### config.mk
export PLATFORM = sky130hd
export DESIGN_NAME = pulse_baseline_and_shape_fractions_top
export DESIGN_NICKNAME = d
export VERILOG_FILES = /design/src/hw/rtl/pbsf_pkg.sv /design/src/hw/rtl/pulse_baseline_and_shape_fractions_top.sv /design/src/hw/rtl/pbsf_div.sv
export VERILOG_INCLUDE_DIRS = /design/src /design/src/hw/rtl
export SDC_FILE = /design/constraint.sdc
export NUM_CORES = 1
export LEC_CHECK = 0
export BUFFER_PORTS_ARGS = -buffer_cell sky130_fd_sc_hd__buf_4
export CORE_MARGIN = 3
export CORE_UTILIZATION = 35
export CTS_BUF_LIST = sky130_fd_sc_hd__clkbuf_16
export DETAILED_ROUTE_END_ITERATION = 10
export GPL_TIMING_DRIVEN = 0
export HOLD_SLACK_MARGIN = 0.12
export PLACE_DENSITY_LB_ADDON = 0.12
export SYNTH_ARGS = -nofsm -noshare
export SYNTH_HDL_FRONTEND = slang
export SYNTH_SLANG_ARGS = --single-unit
### constraint.sdc
create_clock -name aclk -period 11.6 [get_ports aclk]
set_clock_uncertainty 0.15 [all_clocks]
set_input_delay 1.16 -clock aclk [delete_from_list [all_inputs] [get_ports aclk]]
set_output_delay 1.16 -clock aclk [all_outputs]
set_load 0.01 [all_outputs]
### src/hw/rtl/pulse_baseline_and_shape_fractions_top_macros.svh
// ----------------------------------------------------------------------------
// Assertion macros
// Concurrent assertion wrappers shared by the pulse shape RTL.
// ----------------------------------------------------------------------------
`ifndef PULSE_BASELINE_AND_SHAPE_FRACTIONS_TOP_MACROS_SVH
`define PULSE_BASELINE_AND_SHAPE_FRACTIONS_TOP_MACROS_SVH
`ifndef SYNTHESIS
`define PBSF_ASSERT(lbl, clk, rstn, prop) \
    lbl: assert property (@(posedge clk) disable iff (!rstn) (prop)) \
        else $error("assertion failed");
`define PBSF_ASSERT_IMPL(lbl, clk, rstn, ante, cons) \
    lbl: assert property (@(posedge clk) disable iff (!rstn) (ante) |-> (cons)) \
        else $error("assertion failed");
`define PBSF_ASSERT_NEXT(lbl, clk, rstn, ante, cons) \
    lbl: assert property (@(posedge clk) disable iff (!rstn) (ante) |=> (cons)) \
        else $error("assertion failed");
`else
`define PBSF_ASSERT(lbl, clk, rstn, prop)
`define PBSF_ASSERT_IMPL(lbl, clk, rstn, ante, cons)
`define PBSF_ASSERT_NEXT(lbl, clk, rstn, ante, cons)
`endif
`endif

### src/hw/rtl/pbsf_pkg.sv
// ----------------------------------------------------------------------------
// pbsf_pkg
// Widths, register indexes and shared types of the pulse shape block.
// ----------------------------------------------------------------------------
package pbsf_pkg;

    localparam int ETA_W      = 7;
    localparam int CHARGE_W   = 24;
    localparam int RAW_W      = 25;
    localparam int BASEACC_W  = 27;
    localparam int BASE_W     = 26;
    localparam int AMP_W      = 28;
    localparam int TOTAL_W    = 30;
    localparam int DIVIDEND_W = 27;
    localparam int DIVISOR_W  = 28;
    localparam int FRAC_W     = 17;
    localparam int STEP_W     = 5;
    localparam int CFG_IDX_W  = 3;
    localparam int CFG_DATA_W = 16;
    localparam int S_TDATA_W  = 56;
    localparam int M_TDATA_W  = 248;

    localparam logic [CFG_IDX_W-1:0] CFG_ETA_LIMIT = 3'd0;
    localparam logic [CFG_IDX_W-1:0] CFG_GAP_LOW   = 3'd1;
    localparam logic [CFG_IDX_W-1:0] CFG_GAP_HIGH  = 3'd2;
    localparam logic [CFG_IDX_W-1:0] CFG_MIN_SUM   = 3'd3;
    localparam logic [CFG_IDX_W-1:0] CFG_MIN_PEAK  = 3'd4;

    localparam logic [5:0]  ETA_LIMIT_RST = 6'd27;
    localparam logic [5:0]  GAP_LOW_RST   = 6'd14;
    localparam logic [5:0]  GAP_HIGH_RST  = 6'd19;
    localparam logic [15:0] MIN_SUM_RST   = 16'd80;
    localparam logic [15:0] MIN_PEAK_RST  = 16'd80;

    typedef struct packed {
        logic busy;
        logic done;
    } div_stat_t;

endpackage

### src/hw/rtl/pulse_baseline_and_shape_fractions_top.sv
// ----------------------------------------------------------------------------
// pulse_baseline_and_shape_fractions_top
// Pulse baseline subtraction, quality cuts and window shape fractions.
// ----------------------------------------------------------------------------
// Samples of one pulse arrive on the s_ channel, one beat per cycle, s_tlast
// on the final sample. Samples 0..2 build the baseline, samples 3..6 the
// window; later samples are counted and dropped. Sample beats are taken back
// to back while the block collects.
// On the last beat the pulse is judged. A pulse that fails the count, eta,
// flat or baseline test gives no result and the next pulse can start in the
// next cycle; one that fails the amplitude or sum cuts holds s_tready low
// through the amplitude build-up and the cut check. A passing pulse holds
// s_tready low through amplitude build-up, the cut check, four divisions on
// the shared restoring divider and the load of the output register; the load
// waits while that register is still full, and m_tvalid goes high with it.
// One beat on m_ carries the amplitudes, sums and fractions. It sits in an
// output register until m_tready; the next pulse is collected meanwhile, and
// only its own result waits, with s_tready low, while the register is full.
// Registers are written on the cfg_ channel (cfg_ready is always high).
// aresetn clears the pulse state, the output valid and loads the register
// defaults.
// ----------------------------------------------------------------------------
module pulse_baseline_and_shape_fractions_top import pbsf_pkg::*; #(
    parameter int MAX_SAMPLES = 16
) (
    input  logic                  aclk,
    input  logic                  aresetn,
    input  logic                  s_tvalid,
    output logic                  s_tready,
    input  logic [S_TDATA_W-1:0]  s_tdata,   // eta[6:0], charge[30:7], pedestal[54:31]
    input  logic                  s_tlast,   // last_sample
    output logic                  m_tvalid,
    input  logic                  m_tready,
    // amp3, amp4, amp5, amp6, window_sum, baseline_sum, frac3, frac4, frac5, frac6
    output logic [M_TDATA_W-1:0]  m_tdata,
    input  logic                  cfg_valid,
    output logic                  cfg_ready,
    input  logic [CFG_IDX_W-1:0]  cfg_index,
    input  logic [CFG_DATA_W-1:0] cfg_data
);

    localparam int CNT_W = $clog2(MAX_SAMPLES + 1);

    typedef enum logic [2:0] {
        ST_COLLECT,
        ST_AMP,
        ST_CHECK,
        ST_DIV_GO,
        ST_DIV_WAIT,
        ST_OUT
    } state_t;

    state_t                      state_reg;
    logic [5:0]                  eta_limit_reg;
    logic [5:0]                  gap_low_reg;
    logic [5:0]                  gap_high_reg;
    logic [15:0]                 min_sum_reg;
    logic [15:0]                 min_peak_reg;
    logic [CNT_W-1:0]            cnt_reg;
    logic signed [BASEACC_W-1:0] base_acc_reg;
    logic signed [RAW_W-1:0]     wraw_reg [4];
    logic signed [CHARGE_W-1:0]  first_q_reg;
    logic                        flat_reg;
    logic                        eta_ok_reg;
    logic [1:0]                  k_reg;
    logic [BASE_W-1:0]           base_reg;
    logic signed [AMP_W-1:0]     amp_reg [4];
    logic signed [TOTAL_W-1:0]   total_reg;
    logic [FRAC_W-1:0]           frac_reg [4];
    logic                        m_tvalid_reg;
    logic [M_TDATA_W-1:0]        m_tdata_reg;

    logic signed [ETA_W-1:0]     s_eta;
    logic signed [CHARGE_W-1:0]  s_charge;
    logic signed [CHARGE_W-1:0]  s_ped;
    logic signed [RAW_W-1:0]     s_raw;
    logic [ETA_W-1:0]            eta_abs;
    logic                        eta_ok_now;
    logic                        s_fire;
    logic [1:0]                  wr_idx;
    logic                        pulse_ok;
    logic signed [AMP_W-1:0]     wr_ext;
    logic signed [AMP_W-1:0]     amp_calc;
    logic [17:0]                 pk3;
    logic [17:0]                 sm3;
    logic                        cuts_fail;
    logic                        out_free;
    logic                        div_start;
    logic [FRAC_W-1:0]           div_quo;
    div_stat_t                   div_stat;

    assign s_eta    = s_tdata[6:0];
    assign s_charge = s_tdata[30:7];
    assign s_ped    = s_tdata[54:31];
    assign s_raw    = RAW_W'(s_charge) + RAW_W'(s_ped);
    assign eta_abs  = s_eta[ETA_W-1] ? (~s_tdata[6:0] + 7'd1) : s_tdata[6:0];
    assign eta_ok_now = !((eta_abs > {1'b0, eta_limit_reg}) ||
                          ((eta_abs > {1'b0, gap_low_reg}) &&
                           (eta_abs < {1'b0, gap_high_reg})));

    assign s_tready = (state_reg == ST_COLLECT);
    assign s_fire   = s_tvalid && s_tready;
    assign wr_idx   = 2'(cnt_reg - CNT_W'(3));
    assign pulse_ok = (cnt_reg >= CNT_W'(6)) && eta_ok_reg && !flat_reg &&
                      !base_acc_reg[BASEACC_W-1];

    assign wr_ext   = AMP_W'(wraw_reg[k_reg]);
    assign amp_calc = (wr_ext <<< 1) + wr_ext - $signed({2'b00, base_reg});

    assign pk3 = {1'b0, min_peak_reg, 1'b0} + {2'b00, min_peak_reg};
    assign sm3 = {1'b0, min_sum_reg, 1'b0} + {2'b00, min_sum_reg};
    assign cuts_fail = amp_reg[0][AMP_W-1] || amp_reg[1][AMP_W-1] ||
                       amp_reg[2][AMP_W-1] || amp_reg[3][AMP_W-1] ||
                       (amp_reg[1][AMP_W-2:0] < (AMP_W-1)'(pk3)) ||
                       total_reg[TOTAL_W-1] ||
                       (total_reg[TOTAL_W-2:0] < (TOTAL_W-1)'(sm3));

    assign out_free  = !m_tvalid_reg || m_tready;
    assign div_start = (state_reg == ST_DIV_GO);
    assign cfg_ready = 1'b1;

    pbsf_div u_div (
        .aclk     (aclk),
        .aresetn  (aresetn),
        .start    (div_start),
        .dividend (amp_reg[k_reg][DIVIDEND_W-1:0]),
        .divisor  (total_reg[DIVISOR_W-1:0]),
        .quotient (div_quo),
        .stat     (div_stat)
    );

    always_ff @(posedge aclk) begin
        if (!aresetn) begin
            state_reg     <= ST_COLLECT;
            eta_limit_reg <= ETA_LIMIT_RST;
            gap_low_reg   <= GAP_LOW_RST;
            gap_high_reg  <= GAP_HIGH_RST;
            min_sum_reg   <= MIN_SUM_RST;
            min_peak_reg  <= MIN_PEAK_RST;
            cnt_reg       <= '0;
            base_acc_reg  <= '0;
            flat_reg      <= 1'b1;
            eta_ok_reg    <= 1'b0;
            k_reg         <= '0;
            m_tvalid_reg  <= 1'b0;
        end else begin
            if (cfg_valid) begin
                case (cfg_index)
                    CFG_ETA_LIMIT: eta_limit_reg <= cfg_data[5:0];
                    CFG_GAP_LOW:   gap_low_reg   <= cfg_data[5:0];
                    CFG_GAP_HIGH:  gap_high_reg  <= cfg_data[5:0];
                    CFG_MIN_SUM:   min_sum_reg   <= cfg_data;
                    CFG_MIN_PEAK:  min_peak_reg  <= cfg_data;
                    default: ;
                endcase
            end

            if (m_tvalid_reg && m_tready) begin
                m_tvalid_reg <= 1'b0;
            end

            case (state_reg)
                ST_COLLECT: begin
                    if (s_fire) begin
                        if (cnt_reg == '0) begin
                            first_q_reg <= s_charge;
                            eta_ok_reg  <= eta_ok_now;
                        end
                        if (cnt_reg < CNT_W'(3)) begin
                            base_acc_reg <= base_acc_reg + BASEACC_W'(s_raw);
                        end else if (cnt_reg < CNT_W'(7)) begin
                            wraw_reg[wr_idx] <= s_raw;
                        end
                        if ((cnt_reg == CNT_W'(4)) || (cnt_reg == CNT_W'(5))) begin
                            flat_reg <= flat_reg && (s_charge == first_q_reg);
                        end
                        if (cnt_reg < CNT_W'(MAX_SAMPLES)) begin
                            cnt_reg <= cnt_reg + CNT_W'(1);
                        end
                        if (s_tlast) begin
                            cnt_reg      <= '0;
                            base_acc_reg <= '0;
                            flat_reg     <= 1'b1;
                            eta_ok_reg   <= 1'b0;
                            base_reg     <= base_acc_reg[BASE_W-1:0];
                            total_reg    <= '0;
                            k_reg        <= '0;
                            if (pulse_ok) begin
                                state_reg <= ST_AMP;
                            end
                        end
                    end
                end
                ST_AMP: begin
                    amp_reg[k_reg] <= amp_calc;
                    total_reg      <= total_reg + TOTAL_W'(amp_calc);
                    k_reg          <= k_reg + 2'd1;
                    if (k_reg == 2'd3) begin
                        state_reg <= ST_CHECK;
                    end
                end
                ST_CHECK: begin
                    state_reg <= cuts_fail ? ST_COLLECT : ST_DIV_GO;
                end
                ST_DIV_GO: begin
                    state_reg <= ST_DIV_WAIT;
                end
                ST_DIV_WAIT: begin
                    if (div_stat.done) begin
                        frac_reg[k_reg] <= div_quo;
                        k_reg           <= k_reg + 2'd1;
                        state_reg       <= (k_reg == 2'd3) ? ST_OUT : ST_DIV_GO;
                    end
                end
                ST_OUT: begin
                    if (out_free) begin
                        m_tvalid_reg <= 1'b1;
                        m_tdata_reg  <= {3'b000,
                                         frac_reg[3], frac_reg[2],
                                         frac_reg[1], frac_reg[0],
                                         base_reg,
                                         3'b000, total_reg[DIVISOR_W-1:0],
                                         2'b00, amp_reg[3],
                                         2'b00, amp_reg[2],
                                         2'b00, amp_reg[1],
                                         2'b00, amp_reg[0]};
                        state_reg    <= ST_COLLECT;
                    end
                end
                default: begin
                    state_reg <= ST_COLLECT;
                end
            endcase
        end
    end

    assign m_tvalid = m_tvalid_reg;
    assign m_tdata  = m_tdata_reg;

`include "pulse_baseline_and_shape_fractions_top_macros.svh"

    `PBSF_ASSERT_IMPL(a_done_in_wait, aclk, aresetn, div_stat.done, state_reg == ST_DIV_WAIT)
    `PBSF_ASSERT_NEXT(a_short_reject, aclk, aresetn,
                      s_fire && s_tlast && (cnt_reg < CNT_W'(6)), state_reg == ST_COLLECT)
    `PBSF_ASSERT_NEXT(a_out_load, aclk, aresetn,
                      (state_reg == ST_OUT) && out_free, m_tvalid_reg)
    `PBSF_ASSERT(a_cnt_sat, aclk, aresetn, cnt_reg <= CNT_W'(MAX_SAMPLES))

endmodule

### src/hw/rtl/pbsf_div.sv
// ----------------------------------------------------------------------------
// pbsf_div
// Restoring divider, one quotient bit per cycle: floor(dividend*2^16/divisor).
// ----------------------------------------------------------------------------
module pbsf_div import pbsf_pkg::*; (
    input  logic                  aclk,
    input  logic                  aresetn,
    input  logic                  start,
    input  logic [DIVIDEND_W-1:0] dividend,
    input  logic [DIVISOR_W-1:0]  divisor,
    output logic [FRAC_W-1:0]     quotient,
    output div_stat_t             stat
);

    logic                 busy_reg;
    logic                 done_reg;
    logic                 zero_reg;
    logic [STEP_W-1:0]    step_reg;
    logic [DIVISOR_W:0]   rem_reg;
    logic [DIVISOR_W-1:0] dsr_reg;
    logic [FRAC_W-1:0]    quo_reg;
    logic [DIVISOR_W+1:0] diff;
    logic                 ge;
    logic [DIVISOR_W-1:0] rem_sel;

    assign diff    = {1'b0, rem_reg} - {2'b00, dsr_reg};
    assign ge      = !diff[DIVISOR_W+1];
    assign rem_sel = ge ? diff[DIVISOR_W-1:0] : rem_reg[DIVISOR_W-1:0];

    always_ff @(posedge aclk) begin
        if (!aresetn) begin
            busy_reg <= 1'b0;
            done_reg <= 1'b0;
            step_reg <= '0;
        end else begin
            done_reg <= 1'b0;
            if (start) begin
                busy_reg <= 1'b1;
                step_reg <= '0;
            end else if (busy_reg) begin
                if (step_reg == STEP_W'(FRAC_W - 1)) begin
                    busy_reg <= 1'b0;
                    done_reg <= 1'b1;
                end else begin
                    step_reg <= step_reg + STEP_W'(1);
                end
            end
        end
    end

    always_ff @(posedge aclk) begin
        if (start) begin
            rem_reg  <= {2'b00, dividend};
            dsr_reg  <= divisor;
            zero_reg <= (divisor == '0);
            quo_reg  <= '0;
        end else if (busy_reg) begin
            rem_reg  <= {rem_sel, 1'b0};
            quo_reg  <= {quo_reg[FRAC_W-2:0], ge};
        end
    end

    assign quotient  = zero_reg ? '0 : quo_reg;
    assign stat.busy = busy_reg;
    assign stat.done = done_reg;

`include "pulse_baseline_and_shape_fractions_top_macros.svh"

    `PBSF_ASSERT_IMPL(a_start_idle, aclk, aresetn, start, !busy_reg)
    `PBSF_ASSERT_IMPL(a_step_range, aclk, aresetn, busy_reg, step_reg < STEP_W'(FRAC_W))
    `PBSF_ASSERT_NEXT(a_done_pulse, aclk, aresetn, done_reg, !done_reg && !busy_reg)

endmodule
==> results.md, run 1 <==
- Status: complete, no violations
- Worst Max-Slew Pin Slew: 1.20 ns
- Die height: 328 um
- Tot Pwr: 0.00616 W
- Finished Layout Cells: 4651
- # Post-CTS Setup Buffers: 0
- Tcrit/Tclk final: 0.799
- Row cnt: 117
- Max reg flops: 234
- Post-CTS Hold Fix Bufs: 0
- Post-Syn Instances: 2779
- Highest clock rate: 108 MHz
- Drt wl/cell: 21.8 um
- Routed WL: 101 mm
- Slew Limit Fails: 0
- GRT Residual Overflow: 0
- 1st-iter DRT viols: 1648
- CP delay by family, top: compound AO/OA/AOI/OAI gates
- Clock Latency Late Sink: 0.69 ns
- Hold crit path type: reg2reg
- Vias: 23400
- Die ar.: 107000 um2
- Final worst path period need: 9.26 ns
- NumNets Final: 3553
- Number of global-route vias before repair: 23700
- Predominant post-synthesis flop cell: edfxtp_1
- Critical-path top delay cell: a21boi_0
- Drt drc: 0
- Number of synthesized flops with an enable pin: 650
- Instance count on the critical path: 23
- Worst Setup Path Type: reg2reg
- R2r endpoint: total_reg[29]
- Worst path required time: 11.97 ns
- Total GRT Usage: 0.186
- Num CTS Buffers: 84
- CP Capture Type: flop
- Leak: 16.9 nW
- WP data arrival: 9.63 ns
- Warnings from Yosys: 0
- Met2 usage: 0.330
- Final setup violation count: 0
- HPWL Detailed: 78.6 mm
- Worst reg2reg setup slack: 2.34 ns
- Pin count of the biggest net entering global routing: 40
- CTS resizes: 0
- Final Hold Viols: 0
- Peak supply drop: 0.000112 V
- Pwr Density: 142 nW/um2
- Antenna Nets Post-Route: 0
- Unrepaired setup endpoints after global routing: no
- CTS root buffer: clkbuf_16
- Post-synthesis register bit count: 768
- Post-Syn Area: 36200 um2
- Syn_area_per_cell: 13.0 um2
- Slowest stage delay, CP: 1.00 ns
- Core ar.: 102000 um2
- Hold wc startpoint: frac_reg[3][11]
- Setup ws final: 2.34 ns
- Rel. slew slack: 0.190
- Layout cell share with drive strength beyond 1: 0.173
- Worst Hold Path Cells: 0
- Antenna violations before repair: 4
- Global placer's final weighted congestion: 0.912
- Die W: 328 um
- DP Cell Count: 4493
- CP max FO: 11
- Syn-to-layout area delta: 19.8%
- Clk sinks: 768
- Pre-CTS WS: 1.88 ns
- Worst Hold End: m_tdata[239]
- Cells along the critical path: clkbuf_1, clkbuf_2, clkbuf_1, mux4_2, inv_1, fa_1, inv_1, ha_1, a21o_1, a21oi_1, o21bai_1, o31ai_2, a311oi_1, o41ai_2, a21boi_0, ha_1, o211ai_1, and4b_1, nor3_1, o41ai_1, or4b_1, nand3_1, mux2i_1
- Max_cap viols: 0
- Port Buffer Count: 315
- GRT met3 Usage: 0.0253
- H-tree depth: 3
- Top Usage Layer GRT: met2
- Pre-antenna DRT Iters: 5
- Worst path bufs/invs: 5
- Post-synthesis sequential area ratio: 0.604
- IO Pins: 332
- Max Root-Sink Buffers: 3
- Worst R2R Path Depth: 23
- Async set-or-reset flop fraction in the synthesized netlist: 0
- DR vias/cell: 5.04
- GR Layer Usage met1: 0.230
- Startpoint types: flop
- Unique masters post-synth: 89
- Clock transition at path regs: 0.06 ns
- Initial Utilization: 0.354
- CTS tree: built
- First-pass GRT wire length: 149 mm
-- per-stage QoR --
stage | area [um2] | TNS [ns] | hold WS [ns] | utilization
floorplan | 36300 | 0 | 0.250 | -
global placement | 40300 | -119.73 | 0.252 | 0.395
detailed placement | 40700 | 0 | 0.255 | 0.399
CTS | 43400 | 0 | 0.265 | 0.425
global route | 43400 | 0 | 0.272 | 0.425
finish | 43400 | 0 | 0.264 | 0.425
-- where the power goes --
part	leakage (nW)	internal (W)	total [W]	switching (W)
clock	1.41	0.00142	0.00256	0.00114
sequential	6.93	0.00303	0.00305	0.0000281
combinational	8.56	0.000217	0.000548	0.000331
total	16.9	0.00466	0.00616	0.00150
-- cells in the mapped netlist (34+ instances only) --
master / n / area share
nand3_1: 62 / 0.0086
mux4_2: 52 / 0.032
ha_1: 230 / 0.079
o21ai_0: 92 / 0.013
clkbuf_1: 50 / 0.0052
dfxtp_1: 118 / 0.065
nand2b_1: 35 / 0.0060
a21o_1: 75 / 0.016
inv_1: 180 / 0.019
xor2_1: 54 / 0.013
nor2b_1: 38 / 0.0066
nor2_1: 173 / 0.018
xnor2_1: 104 / 0.025
edfxtp_1: 650 / 0.54
nand2_1: 210 / 0.022
a21oi_1: 181 / 0.025
a31oi_1: 34 / 0.0059
-- worst max-delay path by stage --
stage | start | end | slack, ns
after floorplan | aresetn | m_tdata[0] | 3.12
after detailed placement | flop | total_reg[29] | 1.88
after CTS | flop | total_reg[29] | 1.83
after global placement | aresetn | m_tdata[20] | -0.57
after global routing | flop | total_reg[29] | 1.88
final | flop | total_reg[29] | 2.34
-- layout make-up --
cell class | instances | area, um2
Clock inverter | 71 | 548
Antenna cell | 2 | 5.00
Fill cell | 9556 | 58800
Sequential cell | 768 | 21900
Inverter | 181 | 679
Buffer | 81 | 387
Clock buffer | 85 | 2130
Tap cell | 1368 | 1710
Timing Repair Buffer | 333 | 2700
Multi-Input combinational cell | 1762 | 13400
-- cell usage in the layout (no fill, tap or decap), drive strengths merged, types with 31 or more instances in the layout --
master	instances
edfxtp	650
buf	362
ha	230
inv	213
nand2	211
a21oi	181
nor2	173
clkbuf	137
dfxtp	118
xnor2	104
o21ai	99
a21o	75
nand3	62
xor2	54
mux4	52
nor2b	38
nand2b	35
a31oi	34
clkinv	34
mux2i	33
and3	32
fa	31
-- metal layers --
layer	wire, um	part of all wire	vias up
li1	-	-	11200
met1	42800	0.42	11500
met2	50900	0.50	565
met4	3750	0.037	0
met3	3880	0.038	163
met5	0	0	-
-- kinds of logic after synthesis --
| family | Yosys count | synth area share |
|---|---|---|
| fa+ha+maj | 261 | 0.0966 |
| compound gates | 564 | 0.101 |
| buf+inv | 262 | 0.0293 |
| mux | 87 | 0.0421 |
| xor+xnor | 158 | 0.0382 |
| flops | 768 | 0.604 |
| other cells | 2 | 0.000207 |
| simple gates | 677 | 0.0889 |
(Power assumes the default switching activity.)
==> run 2: changes to the inputs <==
==> constraint.sdc (replaced) <==
create_clock -name aclk -period 7.9 [get_ports aclk]
set_clock_uncertainty 0.15 [all_clocks]
set_input_delay 0.79 -clock aclk [delete_from_list [all_inputs] [get_ports aclk]]
set_output_delay 0.79 -clock aclk [all_outputs]
set_load 0.01 [all_outputs]
==> run 2 against run 1 <==
  * Sequential power rose by 47%
  * Core utilization increased by 0.28 points
  * First-iteration DRC count grew 1.6%
  * Total power increased by 53%
  * Flip-flop and latch count unchanged
  * Largest power group unchanged
  * Highest routed layer unchanged
==> results.md, run 2 (synthesis results as in run 1) <==
- Number of global-route vias before repair: 23700 (-0.22%)
- Drt wl/cell: 21.8 um (-0.12%)
- HPWL Detailed: 78.2 mm (-0.54%)
- Leak: 17.0 nW (+0.52%)
- CTS tree: built
- Total GRT Usage: 0.185 (-0.000468)
- Vias: 23400 (-0.043%)
- Cells along the critical path: clkbuf_4, clkbuf_4, mux4_2, fa_1, ha_1, inv_1, fa_1, nor2b_1, o2111ai_1, a21o_1, a31oi_1, o21a_1, a21oi_1, nor2_1, nor2_1, xnor2_2, ha_1, o211ai_1, and4b_1, nor3_1, o41ai_1, or4b_1, nand3_1, mux2i_1
- GRT Residual Overflow: 0 (unchanged)
- Critical-path top delay cell: dfxtp_2
- CP delay by family, top: simple AND/OR/NAND/NOR gates
- # Post-CTS Setup Buffers: 0 (unchanged)
- CP Capture Type: flop
- Syn-to-layout area delta: 20.6%
- Pin count of the biggest net entering global routing: 36 (-10%)
- Fillers: 9501 (-0.58%)
- NumNets Final: 3551 (-0.056%)
- Multi-input logic area: 13400 um2 (+0.31%)
- Instance count on the critical path: 24 (+4.3%)
- DP Cell Count: 4491 (-0.045%)
- Finished Layout Cells: 4648 (-0.065%)
- Worst Max-Slew Pin Slew: 1.18 ns (-0.0197 ns)
- Max_cap viols: 0 (unchanged)
- Layout cell share with drive strength beyond 1: 0.177 (+0.00438)
- Commonest cells after routing, fill and taps aside: edfxtp_1, buf_4, ha_1, nand2_1, inv_1
- Worst Hold Path Cells: 1 (+1)
- Pwr Density: 216 nW/um2 (+52%)
- Highest clock rate: 134 MHz (+24%)
- Slowest stage delay, CP: 0.59 ns (-0.41 ns)
- Worst path required time: 8.18 ns (-3.79 ns)
- WP data arrival: 7.77 ns (-1.86 ns)
- Final setup violation count: 0 (unchanged)
- CTS root buffer: clkbuf_16
- Hold crit path type: in2reg
- Antenna Nets Post-Route: 0 (unchanged)
- Final Hold Viols: 0 (unchanged)
- Core ar.: 102000 um2 (unchanged)
- Clock Latency Late Sink: 0.68 ns (about the same)
- Max Root-Sink Buffers: 3 (unchanged)
- Startpoint types: flop
- Worst R2R Path Depth: 24 (+4.3%)
- Port Buffer Count: 315 (unchanged)
- Die ar.: 107000 um2 (unchanged)
- Final worst path period need: 7.49 ns (-1.77 ns)
- Slew Limit Fails: 0 (unchanged)
- CP max FO: 10 (-1)
- First-pass GRT wire length: 149 mm (-0.16%)
- Rel. slew slack: 0.210 (+0.0204)
- Drt drc: 0 (unchanged)
- Unrepaired setup endpoints after global routing: no
- 1st-iter DRT viols: 1675 (+1.6%)
- Die height: 328 um (unchanged)
- Peak supply drop: 0.000164 V (+47%)
- Row cnt: 117 (unchanged)
- Die W: 328 um (unchanged)
- H-tree depth: 3 (unchanged)
- Register area: 21900 um2 (about the same)
- Worst Setup Path Type: reg2reg
- Antenna violations before repair: 3 (-1)
- Tcrit/Tclk final: 0.948 (+0.149)
- Max reg flops: 234 (unchanged)
- Clk sinks: 768 (unchanged)
- IO Pins: 332 (unchanged)
- Pre-antenna DRT Iters: 7 (+2)
- Setup ws final: 0.411 ns (-1.93 ns)
- Routed WL: 101 mm (-0.19%)
- Worst path bufs/invs: 3 (-2)
- Status: complete, no violations
- Most common cell after layout, fill and taps aside: edfxtp_1
- DR vias/cell: 5.04 (about the same)
- Global placer's final weighted congestion: 0.899 (-1.5%)
- Pre-CTS WS: -1.83 ns (-3.71 ns)
- Clock transition at path regs: 0.06 ns (about the same)
- Initial Utilization: 0.354 (unchanged)
- Num CTS Buffers: 86 (+2.4%)
[run 2: path summary, 6_finish.rpt]
kind,startpoint,endpoint,slack (ns)
worst max-delay path,flop,total_reg[29],0.41
worst min-delay path,s_tdata[17],first_q_reg[10],0.18
worst min register to register,frac_reg[0][8],m_tdata[185],0.27
worst max register to register,flop,total_reg[29],0.41
[run 2: cell type report]
class | count | share of cell area
Clock buffer | 86 | 0.0493
Tap cell | 1368 | 0.0392
Clock inverter | 72 | 0.0185
Inverter | 181 | 0.0156
Sequential cell | 768 | 0.501
Timing Repair Buffer | 331 | 0.0605
Multi-Input combinational cell | 1762 | 0.307
Antenna cell | 1 | 0.0000573
Buffer | 79 | 0.00911
[run 2: layer usage]
metal  global-route usage  vias to the layer above  share of wire
met5                    0                        -              0
met4               0.0710                        0          0.039
met3               0.0270                      155          0.042
met2                0.323                      571           0.49
met1                0.232                    11500           0.42
li1                     -                    11200              -
[run 2: what timing repair did]
action	in CTS	in global routing
hold buffers	0	0
cloned	0	0
gates resized for setup	18	7
setup endpoints to repair	19	5
[run 2: report_power, final]
group / total [W] / switching, W / internal, W
sequential: 0.00449 / 0.0000420 / 0.00444
combinational: 0.000806 / 0.000485 / 0.000321
clock: 0.00413 / 0.00169 / 0.00244
total: 0.00942 / 0.00222 / 0.00720
[run 2: metrics by stage]
stage / cell area, um2 / power [W] / hold WS, ns / TNS (ns) / util
final: 43700 / 0.00942 / 0.181 / 0 / 0.428
after global routing: 43700 / 0.00978 / 0.143 / 0 / 0.428
after CTS: 43700 / 0.00952 / 0.134 / 0 / 0.427
after detailed placement: 40700 / 0.00537 / 0.255 / -18.10 / 0.398
after global placement: 40400 / 0.00535 / 0.253 / -44.27 / 0.395
after floorplan: 36300 / 0.00512 / 0.250 / 0 / -
==> run 3: changes to the inputs <==
--- a/config.mk
+++ b/config.mk
@@ -8,7 +8,7 @@
 export LEC_CHECK = 0
 export BUFFER_PORTS_ARGS = -buffer_cell sky130_fd_sc_hd__buf_4
 export CORE_MARGIN = 3
-export CORE_UTILIZATION = 35
+export CORE_UTILIZATION = 30
 export CTS_BUF_LIST = sky130_fd_sc_hd__clkbuf_16
 export DETAILED_ROUTE_END_ITERATION = 10
 export GPL_TIMING_DRIVEN = 0
==> run 3 against run 2 <==
  * Wire length increased by 3.6%
  * Via count fell by 0.90%
  * Fmax hardly changed
  * Worst hold slack improved by 0.010 ns
  * Critical endpoint unchanged
==> results.md, run 3 (synthesis results as in run 1) <==
- Startpoint types: flop
- Peak supply drop: 0.000162 V (-1.5%)
- Worst path bufs/invs: 2 (-1)
- Hold crit path type: in2reg
- Register area: 21900 um2 (about the same)
- Max reg flops: 234 (unchanged)
- Switching share of total power: 0.240 (+0.00414)
- Pre-antenna DRT Iters: 5 (-2)
- Hold wc startpoint: cfg_data[6]
- CP max FO: 10 (unchanged)
- Clk sinks: 768 (unchanged)
- Routed WL: 105 mm (+3.6%)
- Die ar.: 125000 um2 (+16%)
- Initial Utilization: 0.305 (-0.0498)
- Max Root-Sink Buffers: 3 (unchanged)
- Tot Pwr: 0.00934 W (-0.84%)
- Layout cell share with drive strength beyond 1: 0.179 (+0.00181)
- DP Cell Count: 4727 (+5.3%)
- Finished Layout Cells: 4896 (+5.3%)
- CTS root buffer: clkbuf_16
- Row cnt: 126 (+7.7%)
- Most common cell after layout, fill and taps aside: edfxtp_1
- WP data arrival: 7.78 ns (about the same)
- Antenna Nets Post-Route: 0 (unchanged)
- Worst reg2reg setup slack: 0.40 ns (about the same)
- Number of global-route vias before repair: 24100 (+1.8%)
- Port Buffer Count: 315 (unchanged)
- H-tree depth: 3 (unchanged)
- DR vias/cell: 4.74 (-5.9%)
- Tcrit/Tclk final: 0.949 (about the same)
- Pre-CTS WS: -1.56 ns (+0.269 ns)
- Status: complete, no violations
- Post-CTS Hold Fix Bufs: 0 (unchanged)
- Highest clock rate: 133 MHz (about the same)
- Total GRT Usage: 0.166 (-0.0196)
- R2r endpoint: total_reg[29]
- Worst Hold End: min_peak_reg[6]
- Internal power: 0.00710 W (-1.4%)
- Pin count of the biggest net entering global routing: 38 (+5.6%)
- Clock transition at path regs: 0.07 ns (about the same)
- Global placer's final weighted congestion: 0.897 (-0.22%)
- Die W: 353 um (+7.9%)
- Power share of the combinational group: 0.087 (about the same)
- Num CTS Buffers: 86 (unchanged)
- Multi-input logic area: 13400 um2 (about the same)
- Core ar.: 119000 um2 (+16%)
- Setup ws final: 0.404 ns (-0.00672 ns)
- GRT Residual Overflow: 0 (unchanged)
- HPWL Detailed: 81.7 mm (+4.5%)
- IO Pins: 332 (unchanged)
- NumNets Final: 3556 (+0.14%)
- Fillers: 11600 (+22%)
- Commonest cells after routing, fill and taps aside: edfxtp_1, buf_4, ha_1, nand2_1, inv_1
- Clock Latency Late Sink: 0.68 ns (about the same)
- Worst Hold Path Cells: 3 (+2)
- P_sw: 0.00224 W (+0.90%)
- Slowest stage delay, CP: 0.62 ns (+0.03 ns)
- Worst path required time: 8.18 ns (about the same)
- Final Hold Viols: 0 (unchanged)
- Drt drc: 0 (unchanged)
- Worst R2R Path Depth: 21 (-13%)
- CP delay by family, top: compound AO/OA/AOI/OAI gates
- Final setup violation count: 0 (unchanged)
- Die height: 353 um (+7.9%)
- Worst Max-Slew Pin Slew: 1.12 ns (-0.0685 ns)
- First-pass GRT wire length: 155 mm (+3.9%)
- Slew Limit Fails: 0 (unchanged)
- CTS tree: built
- Max_cap viols: 0 (unchanged)
- Antenna violations before repair: 16 (+13)
- Sequential share of power: 0.480 (+0.004)
- Rel. slew slack: 0.237 (+0.0264)
- Hold WS: 0.192 ns (+0.0101 ns)
- Cells along the critical path: buf_2, mux4_2, fa_1, ha_1, inv_1, fa_1, nor2b_1, o2111ai_1, a21o_1, a31oi_1, o21a_1, xor2_2, ha_1, o21a_1, o211ai_1, and4b_1, nor3_1, o41ai_2, or4b_1, nand3_1, mux2i_1
- Final worst path period need: 7.50 ns (+0.00672 ns)
- Pwr Density: 212 nW/um2 (-1.6%)
- Vias: 23200 (-0.90%)
- Leak: 17.0 nW (+0.14%)
- CP Capture Type: flop
- Clk pwr share: 0.433 (-0.005)
- Critical-path top delay cell: mux4_2
- Worst Setup Path Type: reg2reg
- Drt wl/cell: 21.4 um (-1.6%)
- Syn-to-layout area delta: 21.5%
- 1st-iter DRT viols: 1341 (-20%)
run 3: timing repair:
action | in CTS | in global routing
endpoints found under the setup margin | 14 | 5
resized for setup | 15 | 5
pin swaps | 0 | 1
buffers inserted | 0 | 1
gates cloned | 0 | 0
run 3: area by class of cell:
class / instances / area share
antenna: 11 / 0.000625
tap: 1600 / 0.0455
buffer: 79 / 0.00901
inverter: 181 / 0.0154
multi-input combinational: 1762 / 0.305
sequential: 768 / 0.497
timing repair buffer: 336 / 0.0620
clock inverter: 73 / 0.0165
clock buffer: 86 / 0.0489
run 3: tightest hold or removal path, cell delays in order:
cell,delay (ns)
buf_4,0.08
nand2_1,0.04
nand3_1,0.07
run 3: stage by stage:
stage | TNS [ns] | utilization | instance area (um2)
after global routing | -0.0587 | 0.370 | 44000
after floorplan | 0 | - | 36300
after global placement | -23.89 | 0.342 | 40600
after CTS | 0 | 0.370 | 43900
final | 0 | 0.370 | 44000
after detailed placement | -11.48 | 0.345 | 41000
run 3: worst max path at each step:
stage                          to  slack, ns  cells past startpoint
finish              total_reg[29]       0.40                     21
global route        total_reg[29]      -0.06                     24
CTS                 total_reg[29]       0.08                     24
detailed placement  total_reg[29]      -1.56                     23
global placement    total_reg[29]      -2.00                     23
floorplan           total_reg[29]       1.49                     25
run 3: power by group through the flow:
stage / Combinational (W) / Sequential [W] / Clock, W
3_3_place_gp: 0.000783 / 0.00457 / 0
2_1_floorplan: 0.000569 / 0.00455 / 0
3_5_place_dp: 0.000806 / 0.00457 / 0
5_1_grt: 0.000909 / 0.00449 / 0.00436
6_report: 0.000810 / 0.00448 / 0.00405
4_1_cts: 0.000811 / 0.00448 / 0.00418
run 3: routing by layer:
layer  wire (um)  track usage  share of wire  vias up
met5          68            0        0.00065        -
met4        2850       0.0485          0.027       10
met3        5740       0.0376          0.055      143
met2       51100        0.284           0.49      534
met1       45000        0.209           0.43    11400
li1            -            -              -    11200
